$ cat config.mk
export PLATFORM = sky130hd
export DESIGN_NAME = ultrasonic_echo_ranger_unit_flat
export DESIGN_NICKNAME = d
export VERILOG_FILES = /design/src/hw/rtl/uer_pkg.sv /design/src/hw/rtl/uer_if.sv /design/src/hw/rtl/uer_regs.sv /design/src/hw/rtl/uer_div.sv /design/src/hw/rtl/ultrasonic_echo_ranger_unit.sv /design/src/flat_wrapper.sv
export SDC_FILE = /design/constraint.sdc
export NUM_CORES = 1
export LEC_CHECK = 0
export BUFFER_PORTS_ARGS = -buffer_cell sky130_fd_sc_hd__buf_2
export CAP_MARGIN = 20
export CORE_ASPECT_RATIO = 1.25
export CORE_UTILIZATION = 50
export CTS_BUF_LIST = sky130_fd_sc_hd__clkbuf_8
export DETAILED_ROUTE_END_ITERATION = 10
export GPL_TIMING_DRIVEN = 0
export PLACE_DENSITY_LB_ADDON = 0.12
export SYNTH_ARGS = -nofsm -noshare
export SYNTH_HDL_FRONTEND = slang
export SYNTH_SLANG_ARGS = --single-unit
$ cat constraint.sdc
create_clock -name i_clk -period 7.92 [get_ports i_clk]
set_input_delay 0.396 -clock i_clk [delete_from_list [all_inputs] [get_ports i_clk]]
set_output_delay 0.396 -clock i_clk [all_outputs]
set_load 0.1 [all_outputs]
$ cat src/hw/rtl/uer_pkg.sv
// ---------------------------------------------------------------------------
// uer_pkg
// Shared types and constants of the ultrasonic echo ranger.
// ---------------------------------------------------------------------------
package uer_pkg;

    localparam int SAMPLES   = 3;
    localparam int CNT_W     = 17;
    localparam int SUM_W     = 18;
    localparam int DIV_W     = SUM_W;
    localparam int DVS_W     = 8;
    localparam int DIV_CNT_W = $clog2(DIV_W);
    localparam int CFG_IDX_W = 3;
    localparam int CFG_DAT_W = 16;

    localparam logic [CFG_IDX_W-1:0] CFG_TRIG_LOW   = 3'd0;
    localparam logic [CFG_IDX_W-1:0] CFG_TRIG_HIGH  = 3'd1;
    localparam logic [CFG_IDX_W-1:0] CFG_TIMEOUT    = 3'd2;
    localparam logic [CFG_IDX_W-1:0] CFG_MAX_VALID  = 3'd3;
    localparam logic [CFG_IDX_W-1:0] CFG_BLIND      = 3'd4;
    localparam logic [CFG_IDX_W-1:0] CFG_US_PER_CM  = 3'd5;
    localparam logic [CFG_IDX_W-1:0] CFG_PING_GAP   = 3'd6;
    localparam logic [CFG_IDX_W-1:0] CFG_OBSTACLE   = 3'd7;

    localparam logic [1:0] ST_VALID   = 2'd0;
    localparam logic [1:0] ST_BLIND   = 2'd1;
    localparam logic [1:0] ST_NO_ECHO = 2'd2;

    localparam logic [7:0]  RST_TRIG_LOW  = 8'd5;
    localparam logic [7:0]  RST_TRIG_HIGH = 8'd10;
    localparam logic [15:0] RST_TIMEOUT   = 16'd38000;
    localparam logic [15:0] RST_MAX_VALID = 16'd23200;
    localparam logic [15:0] RST_BLIND     = 16'd116;
    localparam logic [7:0]  RST_US_PER_CM = 8'd58;
    localparam logic [15:0] RST_PING_GAP  = 16'd15000;
    localparam logic [15:0] RST_OBSTACLE  = 16'd20;

    typedef struct packed {
        logic [7:0]  trig_low_us;
        logic [7:0]  trig_high_us;
        logic [15:0] echo_timeout_us;
        logic [15:0] max_valid_us;
        logic [15:0] blind_us;
        logic [7:0]  us_per_cm;
        logic [15:0] ping_gap_us;
        logic [15:0] obstacle_cm;
    } t_cfg;

    typedef struct packed {
        logic             start;
        logic [DIV_W-1:0] dividend;
        logic [DVS_W-1:0] divisor;
    } t_div_req;

    typedef struct packed {
        logic             busy;
        logic             done;
        logic [DIV_W-1:0] quot;
    } t_div_rsp;

    typedef struct packed {
        logic        trig;
        logic        busy_res;
        logic        done_res;
        logic [15:0] distance_cm;
        logic [1:0]  status;
        logic        obstacle;
    } t_res;

endpackage

$ cat src/hw/rtl/uer_if.sv
// ---------------------------------------------------------------------------
// uer_if
// Valid/ready channels of the echo ranger: tick input, result and config.
// ---------------------------------------------------------------------------
interface uer_in_if;
    logic valid;
    logic ready;
    logic start_req;
    logic echo;

    modport source (output valid, output start_req, output echo, input ready);
    modport sink   (input valid, input start_req, input echo, output ready);
endinterface

interface uer_out_if;
    logic        valid;
    logic        ready;
    logic        trig;
    logic        busy_res;
    logic        done_res;
    logic [15:0] distance_cm;
    logic [1:0]  status;
    logic        obstacle;

    modport source (output valid, output trig, output busy_res, output done_res,
                    output distance_cm, output status, output obstacle, input ready);
    modport sink   (input valid, input trig, input busy_res, input done_res,
                    input distance_cm, input status, input obstacle, output ready);
endinterface

interface uer_cfg_if;
    logic        valid;
    logic        ready;
    logic [2:0]  index;
    logic [15:0] data;

    modport source (output valid, output index, output data, input ready);
    modport sink   (input valid, input index, input data, output ready);
endinterface

$ cat src/hw/rtl/uer_regs.sv
// ---------------------------------------------------------------------------
// uer_regs
// Configuration register file, written one register per beat.
// ---------------------------------------------------------------------------
module uer_regs (
    input  logic          i_clk,
    input  logic          i_rst_n,
    uer_cfg_if.sink       i_cfg,
    output uer_pkg::t_cfg o_cfg
);
    import uer_pkg::*;

    t_cfg r_cfg;
    t_cfg n_cfg;

    assign i_cfg.ready = 1'b1;
    assign o_cfg       = r_cfg;

    always_comb begin
        n_cfg = r_cfg;
        if (i_cfg.valid) begin
            case (i_cfg.index)
                CFG_TRIG_LOW:  n_cfg.trig_low_us     = i_cfg.data[7:0];
                CFG_TRIG_HIGH: n_cfg.trig_high_us    = i_cfg.data[7:0];
                CFG_TIMEOUT:   n_cfg.echo_timeout_us = i_cfg.data;
                CFG_MAX_VALID: n_cfg.max_valid_us    = i_cfg.data;
                CFG_BLIND:     n_cfg.blind_us        = i_cfg.data;
                CFG_US_PER_CM: n_cfg.us_per_cm       = i_cfg.data[7:0];
                CFG_PING_GAP:  n_cfg.ping_gap_us     = i_cfg.data;
                CFG_OBSTACLE:  n_cfg.obstacle_cm     = i_cfg.data;
                default:       n_cfg = r_cfg;
            endcase
        end
    end

    always_ff @(posedge i_clk) begin
        if (!i_rst_n) begin
            r_cfg.trig_low_us     <= RST_TRIG_LOW;
            r_cfg.trig_high_us    <= RST_TRIG_HIGH;
            r_cfg.echo_timeout_us <= RST_TIMEOUT;
            r_cfg.max_valid_us    <= RST_MAX_VALID;
            r_cfg.blind_us        <= RST_BLIND;
            r_cfg.us_per_cm       <= RST_US_PER_CM;
            r_cfg.ping_gap_us     <= RST_PING_GAP;
            r_cfg.obstacle_cm     <= RST_OBSTACLE;
        end else begin
            r_cfg <= n_cfg;
        end
    end

endmodule

$ cat src/hw/rtl/uer_div.sv
// ---------------------------------------------------------------------------
// uer_div
// Shared restoring divider, one quotient bit per cycle.
// ---------------------------------------------------------------------------
module uer_div (
    input  logic              i_clk,
    input  logic              i_rst_n,
    input  uer_pkg::t_div_req i_req,
    output uer_pkg::t_div_rsp o_rsp
);
    import uer_pkg::*;

    logic                 r_busy;
    logic                 r_done;
    logic [DIV_CNT_W-1:0] r_cnt;
    logic [DVS_W-1:0]     r_rem;
    logic [DVS_W-1:0]     r_dvs;
    logic [DIV_W-1:0]     r_quot;

    logic [DVS_W:0]       w_try;
    logic [DVS_W:0]       w_diff;
    logic                 w_ge;

    assign w_try  = {r_rem, r_quot[DIV_W-1]};
    assign w_ge   = w_try >= {1'b0, r_dvs};
    assign w_diff = w_try - {1'b0, r_dvs};

    assign o_rsp.busy = r_busy;
    assign o_rsp.done = r_done;
    assign o_rsp.quot = r_quot;

    always_ff @(posedge i_clk) begin
        if (!i_rst_n) begin
            r_busy <= 1'b0;
            r_done <= 1'b0;
            r_cnt  <= '0;
        end else begin
            r_done <= 1'b0;
            if (i_req.start) begin
                r_busy <= 1'b1;
                r_cnt  <= DIV_CNT_W'(DIV_W - 1);
                r_rem  <= '0;
                r_quot <= i_req.dividend;
                r_dvs  <= i_req.divisor;
            end else if (r_busy) begin
                r_rem  <= w_ge ? w_diff[DVS_W-1:0] : w_try[DVS_W-1:0];
                r_quot <= {r_quot[DIV_W-2:0], w_ge};
                if (r_cnt == '0) begin
                    r_busy <= 1'b0;
                    r_done <= 1'b1;
                end else begin
                    r_cnt <= r_cnt - 1'b1;
                end
            end
        end
    end

endmodule

$ cat src/hw/rtl/ultrasonic_echo_ranger_unit.sv
// ---------------------------------------------------------------------------
// ultrasonic_echo_ranger_unit
// Ultrasonic time-of-flight ranger driven by one input beat per microsecond.
// ---------------------------------------------------------------------------
// An ordinary tick beat yields its result beat in the cycle after acceptance,
// and such beats can be accepted back to back while the output is not stalled.
// A finishing tick with valid echoes holds the input during two passes of the
// shared divider, average then centimeters.
// Blind zone or a zero divisor skips the second pass.
// Synchronous active-low reset restores register defaults, idles the ranger and
// empties the output register.
// ---------------------------------------------------------------------------
module ultrasonic_echo_ranger_unit (
    input  logic      i_clk,
    input  logic      i_rst_n,
    uer_in_if.sink    i_in,
    uer_out_if.source o_out,
    uer_cfg_if.sink   i_cfg
);
    import uer_pkg::*;

    typedef enum logic [2:0] {
        PH_IDLE, PH_TLO, PH_THI, PH_WAIT, PH_MEAS, PH_GAP
    } t_phase;

    typedef enum logic [1:0] {
        S_IDLE, S_DIV_AVG, S_DIV_CM, S_PUT
    } t_seq;

    t_cfg     w_cfg;
    t_div_req w_req;
    t_div_rsp w_rsp;

    t_phase           r_phase, n_phase, w_phase;
    logic [CNT_W-1:0] r_cnt, n_cnt, w_cnt;
    logic [1:0]       r_pidx, n_pidx, w_pidx;
    logic [1:0]       r_vcnt, n_vcnt, w_vcnt;
    logic [SUM_W-1:0] r_wsum, n_wsum, w_wsum;
    logic             w_trig;
    logic             w_fin;

    t_seq  r_seq, n_seq;
    logic  r_out_valid, n_out_valid;
    t_res  r_out, n_out;
    t_res  r_res, n_res;
    logic  w_ready;
    logic  w_accept;

    uer_regs u_regs (
        .i_clk   (i_clk),
        .i_rst_n (i_rst_n),
        .i_cfg   (i_cfg),
        .o_cfg   (w_cfg)
    );

    uer_div u_div (
        .i_clk   (i_clk),
        .i_rst_n (i_rst_n),
        .i_req   (w_req),
        .o_rsp   (w_rsp)
    );

    assign w_ready    = (r_seq == S_IDLE) && (!r_out_valid || o_out.ready);
    assign w_accept   = i_in.valid && w_ready;
    assign i_in.ready = w_ready;

    assign o_out.valid       = r_out_valid;
    assign o_out.trig        = r_out.trig;
    assign o_out.busy_res    = r_out.busy_res;
    assign o_out.done_res    = r_out.done_res;
    assign o_out.distance_cm = r_out.distance_cm;
    assign o_out.status      = r_out.status;
    assign o_out.obstacle    = r_out.obstacle;

    // Per-tick phase update.
    always_comb begin
        logic             do_end;
        logic             do_after;
        logic [CNT_W-1:0] end_w;

        w_phase  = r_phase;
        w_cnt    = r_cnt;
        w_pidx   = r_pidx;
        w_vcnt   = r_vcnt;
        w_wsum   = r_wsum;
        w_trig   = 1'b0;
        w_fin    = 1'b0;
        do_end   = 1'b0;
        do_after = 1'b0;
        end_w    = '0;

        if (r_phase == PH_IDLE && i_in.start_req) begin
            w_pidx = '0;
            w_vcnt = '0;
            w_wsum = '0;
            w_cnt  = '0;
            if (w_cfg.trig_low_us != '0) begin
                w_phase = PH_TLO;
            end else if (w_cfg.trig_high_us != '0) begin
                w_phase = PH_THI;
            end else begin
                w_phase = PH_WAIT;
            end
        end

        case (w_phase)
            PH_TLO: begin
                w_cnt = w_cnt + 1'b1;
                if (w_cnt >= CNT_W'(w_cfg.trig_low_us)) begin
                    w_cnt   = '0;
                    w_phase = (w_cfg.trig_high_us == '0) ? PH_WAIT : PH_THI;
                end
            end
            PH_THI: begin
                w_trig = 1'b1;
                w_cnt  = w_cnt + 1'b1;
                if (w_cnt >= CNT_W'(w_cfg.trig_high_us)) begin
                    w_cnt   = '0;
                    w_phase = PH_WAIT;
                end
            end
            PH_WAIT: begin
                if (i_in.echo) begin
                    w_phase = PH_MEAS;
                    w_cnt   = CNT_W'(1);
                end else begin
                    w_cnt = w_cnt + 1'b1;
                end
                if (w_cnt > CNT_W'(w_cfg.echo_timeout_us)) begin
                    do_end = 1'b1;
                end
            end
            PH_MEAS: begin
                if (i_in.echo) begin
                    w_cnt = w_cnt + 1'b1;
                    if (w_cnt > CNT_W'(w_cfg.echo_timeout_us)) begin
                        do_end = 1'b1;
                    end
                end else begin
                    do_end = 1'b1;
                    end_w  = w_cnt;
                end
            end
            PH_GAP: begin
                w_cnt = w_cnt + 1'b1;
                if (w_cnt >= CNT_W'(w_cfg.ping_gap_us)) begin
                    do_after = 1'b1;
                end
            end
            default: begin
                w_phase = PH_IDLE;
                w_cnt   = '0;
            end
        endcase

        if (do_end) begin
            if (end_w != '0 && end_w <= CNT_W'(w_cfg.max_valid_us)) begin
                w_wsum = w_wsum + SUM_W'(end_w);
                w_vcnt = w_vcnt + 1'b1;
            end
            w_cnt = '0;
            if (w_cfg.ping_gap_us == '0) begin
                do_after = 1'b1;
            end else begin
                w_phase = PH_GAP;
            end
        end

        if (do_after) begin
            w_pidx = w_pidx + 1'b1;
            w_cnt  = '0;
            if (w_pidx >= 2'(SAMPLES)) begin
                w_fin   = 1'b1;
                w_phase = PH_IDLE;
            end else if (w_cfg.trig_low_us != '0) begin
                w_phase = PH_TLO;
            end else if (w_cfg.trig_high_us != '0) begin
                w_phase = PH_THI;
            end else begin
                w_phase = PH_WAIT;
            end
        end
    end

    // Result sequencer around the shared divider.
    always_comb begin
        logic [15:0] dist_cm;

        n_phase     = w_accept ? w_phase : r_phase;
        n_cnt       = w_accept ? w_cnt   : r_cnt;
        n_pidx      = w_accept ? w_pidx  : r_pidx;
        n_vcnt      = w_accept ? w_vcnt  : r_vcnt;
        n_wsum      = w_accept ? w_wsum  : r_wsum;
        n_seq       = r_seq;
        n_out_valid = r_out_valid && !o_out.ready;
        n_out       = r_out;
        n_res       = r_res;
        dist_cm     = '0;

        w_req.start    = 1'b0;
        w_req.dividend = w_wsum;
        w_req.divisor  = {{(DVS_W-2){1'b0}}, w_vcnt};

        case (r_seq)
            S_IDLE: begin
                if (w_accept) begin
                    if (w_fin && w_vcnt != '0) begin
                        w_req.start = 1'b1;
                        n_seq       = S_DIV_AVG;
                    end else begin
                        n_out_valid       = 1'b1;
                        n_out.trig        = w_trig;
                        n_out.busy_res    = (w_phase != PH_IDLE);
                        n_out.done_res    = w_fin;
                        n_out.distance_cm = '0;
                        n_out.status      = w_fin ? ST_NO_ECHO : ST_VALID;
                        n_out.obstacle    = 1'b0;
                    end
                end
            end
            S_DIV_AVG: begin
                if (w_rsp.done) begin
                    n_res.trig     = 1'b0;
                    n_res.busy_res = 1'b0;
                    n_res.done_res = 1'b1;
                    if (w_rsp.quot < SUM_W'(w_cfg.blind_us)) begin
                        n_res.distance_cm = '0;
                        n_res.status      = ST_BLIND;
                        n_res.obstacle    = 1'b1;
                        n_seq             = S_PUT;
                    end else if (w_cfg.us_per_cm == '0) begin
                        n_res.distance_cm = 16'hFFFF;
                        n_res.status      = ST_VALID;
                        n_res.obstacle    = 16'hFFFF < w_cfg.obstacle_cm;
                        n_seq             = S_PUT;
                    end else begin
                        w_req.start    = 1'b1;
                        w_req.dividend = w_rsp.quot;
                        w_req.divisor  = w_cfg.us_per_cm;
                        n_seq          = S_DIV_CM;
                    end
                end
            end
            S_DIV_CM: begin
                if (w_rsp.done) begin
                    dist_cm = (w_rsp.quot[DIV_W-1:16] != '0) ? 16'hFFFF : w_rsp.quot[15:0];
                    n_res.distance_cm = dist_cm;
                    n_res.status      = ST_VALID;
                    n_res.obstacle    = dist_cm < w_cfg.obstacle_cm;
                    n_seq             = S_PUT;
                end
            end
            S_PUT: begin
                if (!r_out_valid || o_out.ready) begin
                    n_out_valid = 1'b1;
                    n_out       = r_res;
                    n_seq       = S_IDLE;
                end
            end
            default: n_seq = S_IDLE;
        endcase
    end

    always_ff @(posedge i_clk) begin
        if (!i_rst_n) begin
            r_phase     <= PH_IDLE;
            r_cnt       <= '0;
            r_pidx      <= '0;
            r_vcnt      <= '0;
            r_wsum      <= '0;
            r_seq       <= S_IDLE;
            r_out_valid <= 1'b0;
        end else begin
            r_phase     <= n_phase;
            r_cnt       <= n_cnt;
            r_pidx      <= n_pidx;
            r_vcnt      <= n_vcnt;
            r_wsum      <= n_wsum;
            r_seq       <= n_seq;
            r_out_valid <= n_out_valid;
        end
        r_out <= n_out;
        r_res <= n_res;
    end

    a_div_start_idle: assert property (@(posedge i_clk) disable iff (!i_rst_n)
        w_req.start |-> !w_rsp.busy)
        else $error("divider started while busy");

    a_done_not_busy: assert property (@(posedge i_clk) disable iff (!i_rst_n)
        (r_out_valid && r_out.done_res) |-> !r_out.busy_res)
        else $error("result beat marked done and busy");

    a_status_dist: assert property (@(posedge i_clk) disable iff (!i_rst_n)
        (r_out_valid && r_out.status != ST_VALID) |-> (r_out.distance_cm == '0))
        else $error("nonzero distance with non-valid status");

    a_no_accept_in_div: assert property (@(posedge i_clk) disable iff (!i_rst_n)
        (r_seq == S_DIV_AVG || r_seq == S_DIV_CM) |-> (r_phase == PH_IDLE))
        else $error("division running while a measurement is active");

endmodule
$ cat src/flat_wrapper.sv
// flat-port wrapper written by rule: the top's interface ports become plain ports
module ultrasonic_echo_ranger_unit_flat import uer_pkg::*;
  (i_clk, i_rst_n, i_in_valid, i_in_start_req, i_in_echo, i_in_ready, o_out_valid, o_out_trig, o_out_busy_res, o_out_done_res, o_out_distance_cm, o_out_status, o_out_obstacle, o_out_ready, i_cfg_valid, i_cfg_index, i_cfg_data, i_cfg_ready);
  uer_in_if i_in_i ();
  uer_out_if o_out_i ();
  uer_cfg_if i_cfg_i ();
  input  logic i_clk;
  input  logic i_rst_n;
  input wire logic [$bits(i_in_i.valid)-1:0] i_in_valid;
  input wire logic [$bits(i_in_i.start_req)-1:0] i_in_start_req;
  input wire logic [$bits(i_in_i.echo)-1:0] i_in_echo;
  output wire logic [$bits(i_in_i.ready)-1:0] i_in_ready;
  output wire logic [$bits(o_out_i.valid)-1:0] o_out_valid;
  output wire logic [$bits(o_out_i.trig)-1:0] o_out_trig;
  output wire logic [$bits(o_out_i.busy_res)-1:0] o_out_busy_res;
  output wire logic [$bits(o_out_i.done_res)-1:0] o_out_done_res;
  output wire logic [$bits(o_out_i.distance_cm)-1:0] o_out_distance_cm;
  output wire logic [$bits(o_out_i.status)-1:0] o_out_status;
  output wire logic [$bits(o_out_i.obstacle)-1:0] o_out_obstacle;
  input wire logic [$bits(o_out_i.ready)-1:0] o_out_ready;
  input wire logic [$bits(i_cfg_i.valid)-1:0] i_cfg_valid;
  input wire logic [$bits(i_cfg_i.index)-1:0] i_cfg_index;
  input wire logic [$bits(i_cfg_i.data)-1:0] i_cfg_data;
  output wire logic [$bits(i_cfg_i.ready)-1:0] i_cfg_ready;
  assign i_in_i.valid = i_in_valid;
  assign i_in_i.start_req = i_in_start_req;
  assign i_in_i.echo = i_in_echo;
  assign i_in_ready = i_in_i.ready;
  assign o_out_valid = o_out_i.valid;
  assign o_out_trig = o_out_i.trig;
  assign o_out_busy_res = o_out_i.busy_res;
  assign o_out_done_res = o_out_i.done_res;
  assign o_out_distance_cm = o_out_i.distance_cm;
  assign o_out_status = o_out_i.status;
  assign o_out_obstacle = o_out_i.obstacle;
  assign o_out_i.ready = o_out_ready;
  assign i_cfg_i.valid = i_cfg_valid;
  assign i_cfg_i.index = i_cfg_index;
  assign i_cfg_i.data = i_cfg_data;
  assign i_cfg_ready = i_cfg_i.ready;
  ultrasonic_echo_ranger_unit u_core (.i_clk(i_clk), .i_rst_n(i_rst_n), .i_in(i_in_i), .o_out(o_out_i), .i_cfg(i_cfg_i));
endmodule
Word-level counts from Yosys, hierarchy flattened. Cells that the tools add are included.

Register bits: 231. Input port bits: 26. Output and inout bits: 25. Word-level logic and storage cells: 206.

Add/sub/neg operators: 6. $lt $le $gt $ge: 11. Equality and inequality tests: 24. Mux-type cells: 83. Bitwise gates (word level): 5. Reductions and logical operators: 45.

Operators by type and width (count): $mux 17 (10); $mux 18 (5); $pmux 17 s5 (1); $mux 27 (3); $mux 19 (4); $mux 22 (3); $pmux 22 s2 (1); $pmux 19 s2 (1); $ge 17x8->1 (2); $gt 17x16->1 (2); $mux 3 (9); $mux 26 (1); $reduce_and 2->1 (12); $mux 1 (23); $mux 2 (11); $add 18x17->18 (1); $eq 3x3->1 const B (6); $lt 18x16->1 (1); $add 17x1->17 const B (1); $ge 17x16->1 (1); $le 17x16->1 (1); $reduce_bool 17->1 (1); $logic_not 16->1 (1); $logic_not 8->1 (2); 37 further kinds (71).

Logic depth before layout (Yosys ltp). Gate-level depths: netlist of run 1.

Depth in word-level cells: 17. Depth in mapped cells: 28. Depth with buffers taken out: 23.

Hierarchy. A second synthesis of run 1 with hierarchy kept.

Cell total of the unflattened synthesis: 1649. Area, all modules: 14901.8 µm².

By module, submodules not included: ultrasonic_echo_ranger_unit (times used 1, cells an instance 1102, area an instance 8809.7 µm², sequential area each 2102.0 µm²); uer_regs (times used 1, cells an instance 385, area an instance 4023.9 µm², sequential area each 2082.0 µm²); uer_div (times used 1, cells an instance 162, area an instance 2068.2 µm², sequential area each 1161.1 µm²).

Worst setup path after synthesis of run 1. OpenSTA, ideal clock, no wires.

Path type: register to register. From: register u_core.r_phase[1]. To: register u_core.r_out, in the netlist u_core.o_out.busy_res, enable pin. Library setup time: 0.438 ns. Arrival time: 6.451 ns. Data required time: 7.482 ns. Path slack: 1.030 ns. Cell stages (with the launch flop): 27. Path buffers: 3. Clock period less this slack: 6.890 ns. Cells stage by stage: dfxtp_1 buf_2 nor3_2 nand2_2 clkbuf_1 clkbuf_1 nand2_1 inv_1 ha_1 nand4_1 nor2_1 and3_1 nand3_1 xnor2_1 nor2_1 inv_1 nor2_1 ha_1 nand4_1 nor4_1 nand3_1 o211a_1 a221oi_1 a21boi_2 mux2i_2 o31ai_1 a221oi_1.

Word-level cells in the longest chain between the ends: 14. Elaborated cells on any way between the ends: 39. Classes of those cells: 3 x add/sub; 5 x order compare; 4 x eq/ne; 20 x mux; 7 x reduce/logical.

Ends and longest elaborated chain: start: declaration (line ultrasonic_echo_ranger_unit.sv:34) `t_phase r_phase, n_phase, w_phase;`; start signal: assignment (line ultrasonic_echo_ranger_unit.sv:274) `r_phase <= n_phase;`; $logic_not 3->1 (line ultrasonic_echo_ranger_unit.sv:92) `if (r_phase == PH_IDLE && i_in.start_req) begin`; $logic_and 1x1->1 (line ultrasonic_echo_ranger_unit.sv:92); $mux 17 (line ultrasonic_echo_ranger_unit.sv:92); $add 17x1->17 (line ultrasonic_echo_ranger_unit.sv:127, ultrasonic_echo_ranger_unit.sv:135, ultrasonic_echo_ranger_unit.sv:145); $mux 17 (line ultrasonic_echo_ranger_unit.sv:123) `if (i_in.echo) begin`; $mux 17 (line ultrasonic_echo_ranger_unit.sv:106) `case (w_phase)`; $gt 17x16->1 (line ultrasonic_echo_ranger_unit.sv:129) `if (w_cnt > CNT_W'(w_cfg.echo_timeout_us)) begin`; $mux 1 (line ultrasonic_echo_ranger_unit.sv:129); $pmux 1 s2 (line ultrasonic_echo_ranger_unit.sv:106); $mux 1 / $mux 2 (equally long branches) (line ultrasonic_echo_ranger_unit.sv:156) `if (do_end) begin`; $mux 1 / $reduce_bool 2->1 (equally long branches) (line ultrasonic_echo_ranger_unit.sv:169, ultrasonic_echo_ranger_unit.sv:207); $logic_and 1x1->1 (*) (line ultrasonic_echo_ranger_unit.sv:207) `if (w_fin && w_vcnt != '0) begin`; $ne 2x2->1 (no source line) (*); $reduce_and 4->1 (no source line) (*); end signal: assignment (line ultrasonic_echo_ranger_unit.sv:282) `r_out <= n_out;`; end: declaration (line ultrasonic_echo_ranger_unit.sv:44) `t_res r_out, n_out;`.

Every way passes the cells marked *; elsewhere a longest branch is shown, timed or not. The select of a mux whose other input is x is not followed. A chain may end at the register's enable or synchronous reset.

Worst setup path after layout of run 1.
From: register u_core.r_phase[1]. To: register u_core.r_out, in the netlist u_core.o_out.distance_cm[6], enable pin.

The elaborated chain is that of the path after synthesis.

==> flow_summary.toml, run 1 <==
[sta]
worst_pin_slew_ps = 1020
hold_violations = 0
fin_skew_ps = 29.5
rsz0062_at_grt = "no"
slew_headroom_pct = 31.1
finalWorstSetupSlack_ps = 472
holdWs_ps = 169
period_share_pct = 94.0
fmax_mhz = 134
final-max-slew-violation-count = 0
setup_violations = 0
finalCriticalPeriod_ps = 7450

[pwr]
p_int_uw = 2030
pwr-share-comb_pct = 22.0
power.leakage_uw = 0.00645
sw_frac_of_total_pct = 34.7
switching_power_uw = 1080
power.clock.fraction_pct = 35.1
power.density_nw_per_um2 = 197
power.share.sequential_pct = 42.9
vdd_drop_max_mv = 0.151

[synthesis]
yosys-mux-area-fraction_pct = 1.64
synth_compound_area_share_pct = 18.2
synth_top_family_by_area = "simple AND/OR/NAND/NOR gates"
synthCells = 1719
syn-num-nets = 1892
synth_cell_types = 84
synth_xor_area_share_pct = 2.26
syn_area_sq_um = 14400
yosys.area_share.simple_pct = 21.4
seq_area_frac_synth_pct = 37.2
synth-seq-cells = 230
synth_warnings = 0
synth.area.top_cells = "dfxtp_1 (22%), edfxtp_1 (15%), ha_1 (13%)"
async_flop_share_pct = 0
synth_top_area_share_pct = 21.8
synth_edf_count = 74
syn-mean-instance-area_sq_um = 8.35
synth_flop_cell = "dfxtp_1"
synth_fa_ha_area_share_pct = 12.9
yosysTopAreaCell = "dfxtp_1"

[drt]
dr.pass1.iters = 6
wire_per_inst_microns = 19.8
routed_via_density = 5.82
totalWireLength_mm = 43.3
ant_nets = 0
vias = 12699
drc_errors = 0
initialDrtViolationCount = 746

[clocking]
cts-resized-gates = 0
cts_made_buffers = 40
clk_latency_ps = 560
htree_levels = 2
postCtsHoldBufs = 0
cts_tree = "built"
clockRootBuffer = "clkbuf_8"
clock-sinks = 230
cts_setup_buffers = 0
clk_pin_slew_worst_paths_ps = 60
clockBufferDepth = 3

[floorplan]
die_y_microns = 191
floorplan.rows = 69
die-width_microns = 154
core_sq_um = 28300
die-area_sq_um = 29400
initial_utilization_pct = 50.7
pin_count = 51

[placement]
dp.final_hpwl_mm = 32.8
dp_slack_ps = 310
dp.cells = 2112
gp_congestion = 0.928
port_buffers = 37

[hold_path]
min_from = "i_cfg_data[15]"
worstHoldPathType = "in2reg"
whs_path_depth = 3
hold_end = "u_core.u_regs.o_cfg[55]"

[grt]
grt_max_degree = 21
grt_pass1_wl_mm = 67.0
grtUsageTotal_pct = 29.7
antenna_found_initial = 0
grt-ovfl-total = 0
grt_pass1_vias = 12174

[worst_setup_path]
worst_setup_path_start_kind = "register"
critPathRequiredTime_ps = 8170
arrival_ps = 7700
reg2reg_from = "u_core.r_phase[1]"
end_kind = "register"
r2r_slack_ps = 470
crit_path_start = "u_core.r_phase[1]"
path_class = "reg2reg"
ff2ff_path_depth = 27
path_max_fanout = 20
r2r_end = "u_core.o_out.distance_cm[6]"

[final_layout]
final_net_count = 1972
diodes = 0
layout-drive-gt1-share_pct = 8.70
fillers = 2652
final_cell_mix = "nand2_1 (271), dfxtp_1 (156), inv_1 (148), a21oi_1 (148), ha_1 (145)"
multiInputGateArea_sq_um = 8120
final_common_cell = "nand2_1"
ff_latch_area_sq_um = 5350
instances_no_fill = 2182
syn_to_final_growth_pct = 10.2

[outcome]
status = "finished clean"

[job]
maxCapViolCount = 0
[critical path: stages, from the launching register on]
cell and delay (ps):
dfxtp_1 310, buf_2 210, nor3_2 90, nand2_2 270
clkbuf_2 330, clkbuf_2 330, nand2_1 110, inv_1 300
ha_1 310, nand4_1 190, nor2_1 320, and3_1 240
nand3_1 120, xnor2_1 150, nor2_1 310, inv_1 110
nor2_1 120, ha_1 150, nand4_1 110, nor4_1 420
nand3_1 130, o211a_1 150, a221oi_1 590, a21boi_2 190
mux2i_2 520, o31ai_1 260, a221oi_4 580, buf_16 220
[metrics by stage]
stage / TNS [ps] / total power [uW] / util, % / cell area, sq um
after floorplan: 0 / 1880 / - / 14400
after global placement: -36810 / 2020 / 52.9 / 15000
after detailed placement: 0 / 2040 / 53.1 / 15000
after CTS: 0 / 3120 / 55.8 / 15800
after global routing: 0 / 3220 / 55.9 / 15800
final: 0 / 3110 / 55.9 / 15800
[state kept, by name, summed over array words and instances, names as in the netlist, 3 cells and up]
| signal | flops |
|---|---|
| u_core.u_regs.o_cfg | 104 |
| u_core.r_res | 18 |
| u_core.r_wsum | 18 |
| u_core.u_div.r_quot | 18 |
| u_core.r_cnt | 17 |
| u_core.o_out.distance_cm | 16 |
| u_core.u_div.r_dvs | 8 |
| u_core.u_div.r_rem | 8 |
| u_core.u_div.r_cnt | 5 |
| u_core.r_phase | 3 |
[worst max path at each step]
stage | slack [ps] | end
2_1_floorplan | 1030 | u_core.o_out.busy_res
3_3_place_gp | -1670 | u_core.o_out.distance_cm[2]
3_5_place_dp | 310 | u_core.o_out.distance_cm[3]
4_1_cts | 280 | u_core.u_div.r_dvs[5]
5_1_grt | 40 | u_core.o_out.distance_cm[0]
6_report | 470 | u_core.o_out.distance_cm[6]
[metal layers]
metal | GRT usage (%) | part of all wire [%] | up-vias
met3 | 3.40 | 4.6 | 136
met1 | 35.4 | 41 | 5938
met4 | 17.0 | 5.5 | 0
met2 | 51.7 | 48 | 372
li1 | - | - | 6253
met5 | 0 | 0 | -
[cell usage after synthesis (10+ instances only)]
master / number
a21oi_1: 149
nor3_1: 36
and2_1: 47
clkbuf_1: 58
nor4_1: 18
a31oi_1: 13
buf_2: 13
nand3_1: 38
nand2b_1: 12
nor2b_1: 20
o21ai_0: 66
ha_1: 145
dfxtp_1: 156
nand2_1: 271
clkbuf_2: 10
mux2_2: 13
xor2_1: 11
inv_1: 135
o31ai_1: 17
edfxtp_1: 74
nor2_1: 99
or3_1: 18
a21o_1: 21
and3_1: 24
o211ai_1: 37
xnor2_1: 26
o21a_1: 28
nand4_1: 36
a211oi_1: 12
[kinds of logic (layout without fill, tap and decap cells)]
family	count (synthesis)	after routing
buffers and inverters	229	337
adder cells (fa/ha/maj)	147	147
flip-flops	230	230
AND/OR/NAND/NOR	646	646
multiplexers	21	21
other	1	1
XOR/XNOR	37	37
AO/OA/AOI/OAI	408	408
[power by group through the flow]
stage / logic, uW / clock network, uW / registers, uW
2_1_floorplan: 242 / 0 / 1630
3_3_place_gp: 654 / 0 / 1360
3_5_place_dp: 678 / 0 / 1360
4_1_cts: 680 / 1110 / 1340
5_1_grt: 717 / 1160 / 1340
6_report: 685 / 1090 / 1340
[cell type report]
| cell class | count | share of cell area (%) |
|---|---|---|
| Buffer | 90 | 2.45 |
| Clock buffer | 45 | 3.92 |
| Clock inverter | 25 | 1.06 |
| Inverter | 139 | 3.30 |
| Multi-Input combinational cell | 1260 | 51.3 |
| Sequential cell | 230 | 33.8 |
| Tap cell | 355 | 2.81 |
| Timing Repair Buffer | 38 | 1.34 |
(Power assumes the default switching activity.)
==> run 2: changes to the inputs <==
Settings changed: CELL_PAD_IN_SITES_DETAIL_PLACEMENT from default to 0, CELL_PAD_IN_SITES_GLOBAL_PLACEMENT from default to 1.
Clock period 7.92 ns to 8.48 ns, I/O delays scaled along.
==> run 2 against run 1 <==
  * Worst hold slack better by 23 ps
  * Total power down 5.7%
  * Clock power down 4%
  * Sequential share of layout area down 0.064 points
  * Global-route usage up 0.56 points
  * Clock skew about the same
  * Worst setup slack better by 210 ps
  * Final cell count unchanged
  * Sequential power down 7%
==> flow_summary.toml, run 2 (same netlist as run 1, synthesis figures left out) <==
[outcome]
status = "finished clean"

[drt]
ant_nets = 0
dr.pass1.iters = 5
drc_errors = 0
wire_per_inst_microns = 20.1
totalWireLength_mm = 43.8
vias = 12518
initialDrtViolationCount = 603
routed_via_density = 5.74

[job]
maxCapViolCount = 0

[hold_path]
hold_end = "u_core.u_regs.o_cfg[48]"
worstHoldPathType = "in2reg"
min_from = "i_cfg_data[8]"
whs_path_depth = 3

[grt]
grt-ovfl-total = 0
grt_pass1_vias = 11926
grtUsageTotal_pct = 30.2
antenna_found_initial = 0
grt_pass1_wl_mm = 67.3
grt_max_degree = 21

[worst_setup_path]
reg2reg_from = "u_core.r_phase[1]"
critPathRequiredTime_ps = 8750
crit_slowest_cell = "a221oi_1"
slowest_delay_ps = 620
worst_setup_path_start_kind = "register"
path_common_cell = "nor2_1"
path_max_fanout = 20
ff2ff_path_depth = 27
arrival_ps = 8070
r2r_slack_ps = 690
path_class = "reg2reg"
r2r_end = "u_core.o_out.distance_cm[5]"
end_kind = "register"

[sta]
worst_pin_slew_ps = 997
final-max-slew-violation-count = 0
fin_skew_ps = 29.2
period_share_pct = 91.9
setup_violations = 0
hold_violations = 0
finalCriticalPeriod_ps = 7790
rsz0062_at_grt = "no"
slew_headroom_pct = 32.9
finalWorstSetupSlack_ps = 685
fmax_mhz = 128

[final_layout]
final_cell_mix = "nand2_1 (271), dfxtp_1 (156), a21oi_1 (149), inv_1 (148), ha_1 (145)"
syn_to_final_growth_pct = 10.4
instances_no_fill = 2182
final_net_count = 1971
layout-drive-gt1-share_pct = 8.81
diodes = 0
largest_reg_flops = 104
final_common_cell = "nand2_1"

[pwr]
power.density_nw_per_um2 = 185
power.clock.fraction_pct = 35.7
power.leakage_uw = 0.00646
power.share.sequential_pct = 42.5
vdd_drop_max_mv = 0.155
pwr-share-comb_pct = 21.8
switching_power_uw = 1010
sw_frac_of_total_pct = 34.3
p_int_uw = 1930

[floorplan]
die-width_microns = 154
floorplan.rows = 69
initial_utilization_pct = 50.7
core_sq_um = 28300
pin_count = 51
die-area_sq_um = 29400
die_y_microns = 191

[clocking]
clk_pin_slew_worst_paths_ps = 60
cts_tree = "built"
clockRootBuffer = "clkbuf_8"
cts_made_buffers = 39
clk_latency_ps = 580
cts_setup_buffers = 0
htree_levels = 2
clock-sinks = 230
cts-resized-gates = 0
postCtsHoldBufs = 0
clockBufferDepth = 3

[placement]
dp.final_hpwl_mm = 33.7
gp_congestion = 0.932
dp_slack_ps = 889
dp.cells = 2112
port_buffers = 37
[run 2: cell count changes in the layout (fill, tap and decap cells not counted), sizes merged]
cell and delta:
bufinv -1, clkbuf +7, clkinv -7, clkinvlp +1
[run 2: power groups by stage]
stage	Combinational [uW]	Sequential (uW)	Clock, uW
final	639	1250	1050
after global routing	672	1260	1120
after CTS	637	1250	1070
after global placement	613	1270	0
after detailed placement	635	1270	0
after floorplan	226	1530	0
[run 2: worst max-delay path by stage]
stage	from	end	cells after the start
after floorplan	u_core.r_phase[1]	u_core.o_out.busy_res	26
after global placement	u_core.r_phase[1]	u_core.o_out.distance_cm[3]	26
after detailed placement	u_core.r_phase[1]	u_core.o_out.distance_cm[3]	27
after CTS	u_core.r_phase[1]	u_core.u_div.r_quot[14]	26
after global routing	u_core.r_phase[1]	u_core.u_div.r_quot[14]	26
final	u_core.r_phase[1]	u_core.o_out.distance_cm[5]	27
[run 2: routing by layer]
metal | wire, microns | global-route usage (%)
met5 | 0 | 0
met4 | 2410 | 16.9
met3 | 2170 | 4.22
met2 | 21400 | 53.0
met1 | 17800 | 35.5
[run 2: per-stage QoR]
stage | setup TNS (ps) | hold WS, ps | util, % | instance area, sq um | power [uW]
finish | 0 | 192 | 56.0 | 15800 | 2940
CTS | 0 | 154 | 56.0 | 15800 | 2950
global route | 0 | 167 | 56.0 | 15800 | 3040
floorplan | 0 | 431 | - | 14400 | 1750
global placement | -24200 | 438 | 52.9 | 15000 | 1890
detailed placement | 0 | 445 | 53.1 | 15000 | 1910
[run 2: area by class of cell]
type	count	area (sq um)
tap	355	444
clock inverter	18	108
timing repair buffer	38	213
multi-input combinational	1260	8120
buffer	90	385
inverter	139	522
sequential	230	5350
fill	2728	12500
clock buffer	52	716
[run 2: critical path, delay by kind of cell, from the launching register on]
kind	cells	cell delay [ps]
DFF	1	300
muxes	1	530
xor gates and xnor gates	1	160
and+or+nand+nor	12	2360
adders and majority gates	2	450
AOI/OAI and AO/OA	5	1820
buffers and inverters	6	1870
==> run 3: changes to the inputs <==
Settings changed: MAX_ROUTING_LAYER from default to met4.
==> run 3 against run 2 <==
  * Worst setup slack worse by 28 ps
  * Maximum frequency shrank 0.35%
  * First-iteration DRC count grew 3.2%
  * Sequential share of layout area is 0.25 points higher
  * Flip-flop and latch count did not move
  * Final cell count hardly changed
  * Critical path type unchanged
==> flow_summary.toml, run 3 (same netlist as run 1, synthesis figures left out) <==
[job]
maxCapViolCount = 0

[sta]
setup_violations = 0
fmax_mhz = 128
slew_headroom_pct = 38.3
hold_violations = 0
final-max-slew-violation-count = 0
period_share_pct = 92.2
finalCriticalPeriod_ps = 7820
fin_skew_ps = 30.6
worst_pin_slew_ps = 916
rsz0062_at_grt = "no"
fin_tns_setup_ps = 0

[placement]
port_buffers = 37
placed_cell_area_sq_um = 15000
dp.final_hpwl_mm = 33.8
gp_congestion = 0.917

[drt]
drc_errors = 0
wire_per_inst_microns = 20.3
initialDrtViolationCount = 622
routed_via_density = 5.79
totalWireLength_mm = 44.2
vias = 12620
ant_nets = 0
dr.pass1.iters = 5

[worst_setup_path]
ff2ff_path_depth = 23
path_class = "reg2reg"
crit_slowest_cell = "o211a_1"
worst_setup_path_start_kind = "register"
end_kind = "register"
path_max_fanout = 18
slowest_delay_ps = 710
critical_path.cell_chain = "buf_2, nor3_2, nand2_2, clkbuf_1, clkbuf_1, nand2_1, inv_1, ha_1, nand4_1, nor2_1, and3_1, xnor2_1, inv_1, ha_1, nand4_1, nor4_1, nor3_2, a22o_1, a221oi_1, a21boi_2, mux2i_2, nor3_1, o211a_1"
arrival_ps = 8020
critPathRequiredTime_ps = 8680

[final_layout]
final_cell_mix = "nand2_1 (271), dfxtp_1 (156), inv_1 (155), a21oi_1 (149), ha_1 (145)"
design_area_sq_um = 15700
largest_reg_flops = 104
syn_to_final_growth_pct = 9.61
layout-drive-gt1-share_pct = 8.16
final_common_cell = "nand2_1"
diodes = 0
final_net_count = 1971

[grt]
antenna_found_initial = 0
grt-ovfl-total = 0
grt_pass1_wl_mm = 67.4
grtUsageTotal_pct = 31.4
grt_pass1_vias = 12125
grt_max_degree = 21

[clocking]
cts_tree = "built"
clockRootBuffer = "clkbuf_8"
cts_made_buffers = 39
clk_latency_ps = 570
cts-resized-gates = 0
clk_pin_slew_worst_paths_ps = 60
clock-sinks = 230
cts_setup_buffers = 0
postCtsHoldBufs = 0
htree_levels = 2
clockBufferDepth = 3

[floorplan]
floorplan.rows = 69
core_sq_um = 28300
die-width_microns = 154
pin_count = 51
die-area_sq_um = 29400
die_y_microns = 191
initial_utilization_pct = 50.7

[pwr]
power.leakage_uw = 0.00642
power.density_nw_per_um2 = 180
vdd_drop_max_mv = 0.110
totalPowerFinal_uw = 2830

[hold_path]
whs_path_depth = 3
worstHoldPathType = "in2reg"

[outcome]
status = "finished clean"
run 3: final timing paths:
kind	start	to	slack, ps
worst max-delay path	u_core.r_phase[1]	u_core.u_div.r_quot[6]	660
worst min-delay path	i_cfg_data[15]	u_core.u_regs.o_cfg[55]	190
worst max register to register	u_core.r_phase[1]	u_core.u_div.r_quot[6]	660
worst min register to register	u_core.u_regs.o_cfg[15]	u_core.u_regs.o_cfg[15]	460
run 3: power by group:
| part | switching, uW | internal (uW) |
|---|---|---|
| Combinational | 511 | 129 |
| Sequential | 27.2 | 1220 |
| Clock | 460 | 477 |
run 3: final cells by class:
class	instances	area (sq um)
fill	2772	12600
multi-input combinational	1260	8120
sequential	230	5350
clock inverter	27	140
buffer	90	385
clock buffer	41	564
tap	355	444
timing repair buffer	38	213
inverter	139	522
run 3: through the flow:
stage	util (%)	instances	hold slack (ps)	setup WS, ps
floorplan	-	1719	431	1590
global placement	52.9	2111	440	-1080
detailed placement	53.1	2112	446	780
CTS	55.5	2180	147	760
global route	55.5	2180	176	183
finish	55.5	2180	189	657
run 3: per-layer routing:
| metal | share of wire (%) | track usage (%) | vias up |
|---|---|---|---|
| li1 | - | - | 6225 |
| met1 | 40 | 34.7 | 5906 |
| met2 | 49 | 53.8 | 342 |
| met3 | 5.0 | 4.24 | 147 |
| met4 | 6.0 | 18.9 | 0 |
| met5 | 0 | - | - |
run 3: worst max-delay path, delay by kind of cell (launching register included):
kind,cells,cell delay [ps]
AOI/OAI and AO/OA,4,1630
xor gates and xnor gates,1,260
adders and majority gates,2,640
buffers and inverters,5,1700
DFF,1,300
muxes,1,270
and+or+nand+nor,10,2640
